**src/bnms_pkg.sv**
```systemverilog
// ----------------------------------------------------------------------------
// bnms_pkg
// Shared types and constants for the box non-maximum suppression block.
// ----------------------------------------------------------------------------
package bnms_pkg;

  localparam int unsigned CoordBits = 14;
  localparam int unsigned DimBits   = 13;
  localparam int unsigned ScoreBits = 16;
  localparam int unsigned IdxBits   = 6;
  localparam int unsigned CfgIdxBits = 2;
  localparam int unsigned CfgDataBits = 17;
  localparam logic [16:0] OneQ16  = 17'd65536;
  localparam logic [15:0] HalfQ16 = 16'd32768;
  localparam logic [15:0] OverlapThrReset = 16'd29491;
  localparam int unsigned ResultCap = 64;

  typedef enum logic [1:0] {
    CFG_SCORE_THR   = 2'd0,
    CFG_OVERLAP_THR = 2'd1,
    CFG_DECAY       = 2'd2,
    CFG_KEEP_TOP    = 2'd3
  } cfg_idx_e;

  typedef struct packed {
    logic [IdxBits-1:0] keep_idx;
    logic               none_kept;
    logic               dropped_overflow;
    logic               result_last;
  } result_t;

  typedef enum logic [3:0] {
    ST_LOAD,
    ST_FILT_RD,
    ST_INS_RD,
    ST_INS_CMP,
    ST_INS_PUT,
    ST_TRIM,
    ST_CAND_RD,
    ST_CAND_BOX,
    ST_IOU_RD,
    ST_IOU_BOX,
    ST_IOU_A,
    ST_IOU_B,
    ST_IOU_C,
    ST_EMIT_RD,
    ST_EMIT
  } state_e;

endpackage

```
**src/bnms_iou.sv**
```systemverilog
// ----------------------------------------------------------------------------
// bnms_iou
// Three-stage IoU suppression test: geometry, products, threshold compare.
// ----------------------------------------------------------------------------
module bnms_iou (
  input  logic                                clk_i,
  input  logic signed [bnms_pkg::CoordBits-1:0] a_left_i,
  input  logic signed [bnms_pkg::CoordBits-1:0] a_top_i,
  input  logic [bnms_pkg::DimBits-1:0]        a_w_i,
  input  logic [bnms_pkg::DimBits-1:0]        a_h_i,
  input  logic signed [bnms_pkg::CoordBits-1:0] b_left_i,
  input  logic signed [bnms_pkg::CoordBits-1:0] b_top_i,
  input  logic [bnms_pkg::DimBits-1:0]        b_w_i,
  input  logic [bnms_pkg::DimBits-1:0]        b_h_i,
  input  logic [15:0]                         thr_i,
  output logic                                suppress_o
);
  import bnms_pkg::*;

  localparam int unsigned EB = CoordBits + 1;

  logic signed [EB-1:0] l, t, r, b;
  logic signed [EB:0]   dw, dh;
  logic [DimBits:0] iw_d, ih_d, iw_q, ih_q;
  logic [DimBits-1:0] aw_q, ah_q, bw_q, bh_q;
  logic [2*DimBits+1:0] inter_q, aa_q, ab_q;
  logic [15:0] thr1_q, thr2_q;
  logic [2*DimBits+2:0] uni;
  logic [2*DimBits+17:0] lhs, rhs;

  always_comb begin
    l = (a_left_i > b_left_i) ? EB'(a_left_i) : EB'(b_left_i);
    t = (a_top_i > b_top_i) ? EB'(a_top_i) : EB'(b_top_i);
    r = ($signed(EB'(a_left_i)) + $signed({2'b0, a_w_i}) <
         $signed(EB'(b_left_i)) + $signed({2'b0, b_w_i})) ?
        EB'($signed(EB'(a_left_i)) + $signed({2'b0, a_w_i})) :
        EB'($signed(EB'(b_left_i)) + $signed({2'b0, b_w_i}));
    b = ($signed(EB'(a_top_i)) + $signed({2'b0, a_h_i}) <
         $signed(EB'(b_top_i)) + $signed({2'b0, b_h_i})) ?
        EB'($signed(EB'(a_top_i)) + $signed({2'b0, a_h_i})) :
        EB'($signed(EB'(b_top_i)) + $signed({2'b0, b_h_i}));
    dw = $signed({r[EB-1], r}) - $signed({l[EB-1], l});
    dh = $signed({b[EB-1], b}) - $signed({t[EB-1], t});
    iw_d = (dw > 0) ? dw[DimBits:0] : '0;
    ih_d = (dh > 0) ? dh[DimBits:0] : '0;
  end

  always_ff @(posedge clk_i) begin
    iw_q <= iw_d;  ih_q <= ih_d;
    aw_q <= a_w_i; ah_q <= a_h_i; bw_q <= b_w_i; bh_q <= b_h_i;
    thr1_q <= thr_i;
    inter_q <= (2*DimBits+2)'(iw_q * ih_q);
    aa_q <= (2*DimBits+2)'(aw_q * ah_q);
    ab_q <= (2*DimBits+2)'(bw_q * bh_q);
    thr2_q <= thr1_q;
  end

  always_comb begin
    uni = (2*DimBits+3)'(aa_q) + (2*DimBits+3)'(ab_q) - (2*DimBits+3)'(inter_q);
    lhs = {inter_q, 16'b0};
    rhs = (2*DimBits+18)'(thr2_q * uni[2*DimBits+1:0]);
    suppress_o = (inter_q != '0) && (lhs > rhs);
  end
endmodule

```
**config.mk**
```make
export PLATFORM = sky130hd
export DESIGN_NAME = bnms_iou
export DESIGN_NICKNAME = d
export VERILOG_FILES = /design/src/bnms_pkg.sv /design/src/bnms_iou.sv
export SDC_FILE = /design/constraint.sdc
export NUM_CORES = 2
export LEC_CHECK = 0
export BUFFER_PORTS_ARGS = -buffer_cell sky130_fd_sc_hd__buf_2
export CORE_UTILIZATION = 66
export DETAILED_ROUTE_END_ITERATION = 12
export GPL_ROUTABILITY_DRIVEN = 0
export PLACE_DENSITY = 0.84
export SLEW_MARGIN = 20
export SYNTH_ARGS = -nofsm -noshare
export SYNTH_HDL_FRONTEND = slang
export SYNTH_SLANG_ARGS = --single-unit
export TNS_END_PERCENT = 1
```
**constraint.sdc**
```tcl
create_clock -name clk_i -period 15.2 [get_ports clk_i]
set_clock_uncertainty 0.1 [all_clocks]
set_input_delay 3.04 -clock clk_i [delete_from_list [all_inputs] [get_ports clk_i]]
set_output_delay 3.04 -clock clk_i [all_outputs]
set_load 0.01 [all_outputs]
```
==> results.toml <==
[global_route]
grt_pass1_wl_um = 179000
overflow = 0
antenna_found_initial = 3
grt_start_max_net_pins = 29
track_usage_pct = 33.8
grt_pass1_vias = 36500

[placement]
dp.final_hpwl_um = 88700
port_buffers = 125
placed_area_mm2 = 0.0447

[routing]
wl_um = 107000
route.vias.total = 33800
dr.pass1.iters = 6
routedWlPerCell_um = 18.5
drc = 0
via_per_inst = 5.83
drtIter0Drc = 2459
postRouteAntennaNets = 0

[yosys]
syn_inst = 4935
avgSynthCellArea_um2 = 8.79
synth_area_leaders = "fa_1 (36%), ha_1 (16%), dfxtp_1 (8.9%)"
synthFlopType = "dfxtp_1"
synth_cell_types = 75
yosys.area.top_type_share_pct = 35.8
synth.net_count = 6381
synth_edf_count = 0
yosys_warnings = 0
synth_area_mm2 = 0.0434
ys_async_sr_fraction_pct = 0
synth-seq-cells = 192
yosysTopAreaCell = "fa_1"
synth.yosys.seq_area_share_pct = 8.86

[sta]
rsz0062_at_grt = "false"
fmax_ghz = 0.0686
hold_violations = 0
tightestPinTransition_ps = 1210
layout_min_cycle_time_ps = 14580
relSlewSlack_pct = 19.2
setup_tns_ps = 0
setup_viol = 0
finalCritPeriodShare_pct = 95.9
finalMaxSlewViolations = 0

[critical_path]
critPathKind = "flop to primary output"
end_kind = "primary output"
path_common_cell = "fa_1"
start_kind = "flop"
critical_path.slowest_cell = "fa_1"
crit_path_max_incr_delay_ps = 550
cp_data_arrival_time_ps = 11440
critPathMaxFanout = 16
required_ps = 12060

[clocking]
insertion_delay_ps = 500
clkTransAtPathRegs_ps = 80
cts_tree = "yes"
cts.htree.levels = 4
postCtsSetupRepairBufs = 0
numCtsBuffers = 17
cts.sinks = 192
root_buffer = "clkbuf_16"
cts_max_path_buffers = 2

[status]
status = "finished, final reports clean"

[layout]
final_area_mm2 = 0.0454
mostFrequentLayoutCells = "inv_1 (996), fa_1 (777), nand2_1 (693)"
final_common_cell = "inv_1"
drive_gt1_share_pct = 4.67
finalNetCount = 6381
area_delta_synth_final_pct = 4.54

[die]
core_mm2 = 0.0647
die_x_um = 258
num_rows = 93
die_area_mm2 = 0.0668
die_h_um = 258
start_util_pct = 67.1
io_pins = 126

[flow_run]
max_cap_violations = 0

[min_path]
hp-class = "flop to flop"
==> Yosys cell counts (24+ instances only) <==
library cell,n
nand3_1,35
xor2_1,61
inv_1,996
mux2i_1,53
nor2b_1,28
dfxtp_1,192
fa_1,777
a21oi_1,182
ha_1,544
a21o_1,97
nor2_1,133
xnor2_1,131
o21bai_1,26
nor3_1,35
nand2_1,693
and2_1,387
o21ai_0,111
nand2b_1,24
nand4_1,33
clkbuf_1,161
==> path summary, 6_finish.rpt <==
path / start / slack, ps / to / cells after the start
max reg2reg: iw_q[11] / 8610 / inter_q[27] / 20
min reg2reg: thr1_q[0] / 230 / thr2_q[0] / 0
min: thr1_q[0] / 230 / thr2_q[0] / 0
max: inter_q[1] / 620 / suppress_o / 40
==> repair_timing <==
| action | 4_1_cts | 5_1_grt |
|---|---|---|
| resized for setup | 0 | 7 |
| hold buffers | 0 | 0 |
| endpoints found under the setup margin | 0 | 1 |
==> final cells by class <==
cell class | count | area [um2]
fill | 4890 | 19300
clock inverter | 14 | 191
timing repair buffer | 156 | 858
clock buffer | 18 | 429
tap | 855 | 1070
sequential | 192 | 3850
inverter | 996 | 3740
antenna | 1 | 2.50
multi-input combinational | 3572 | 35200
==> sequential cells by signal, indices dropped and copies added, names as in the netlist <==
signal   flops
aa_q        26
ab_q        26
thr1_q      16
bw_q        13
bh_q        13
thr2_q      16
ih_q        14
inter_q     28
aw_q        13
ah_q        13
iw_q        14
==> metrics by stage <==
step	worst slack (ps)	cells	hold slack (ps)	util, %
after floorplan	2230	4935	210	-
after global placement	951	5771	212	69.1
after detailed placement	746	5771	212	69.1
after CTS	195	5803	225	70.0
after global routing	8.65	5803	232	70.1
final	618	5804	225	70.1
==> layer usage <==
layer / track usage (%) / vias to the layer above / wire (um)
met5: 0 / - / 15
met4: 19.5 / 2 / 6720
met3: 6.17 / 409 / 8460
met2: 57.2 / 1570 / 51400
met1: 40.4 / 16600 / 40500
li1: - / 15300 / -
==> logic make-up after synthesis <==
group,count (synthesis),synth area share [%]
flops,192,8.86
compound gates,567,8.37
fa+ha+maj,1321,51.5
mux,62,1.46
xor+xnor,193,3.91
simple gates,1429,15.7
buf+inv,1171,10.2
==> critical path, delay by kind of cell, from the launching register on <==
kind                     cells  cell delay (ps)
AO/OA/AOI/OAI               13             2760
XOR/XNOR                     2              290
adder cells (fa/ha/maj)     10             4780
buffers and inverters        6              680
flip-flops                   1              350
AND/OR/NAND/NOR              9             2070
Power is not shown: default switching activity piles up to over one toggle a cycle in this logic, so the estimate is an artifact.
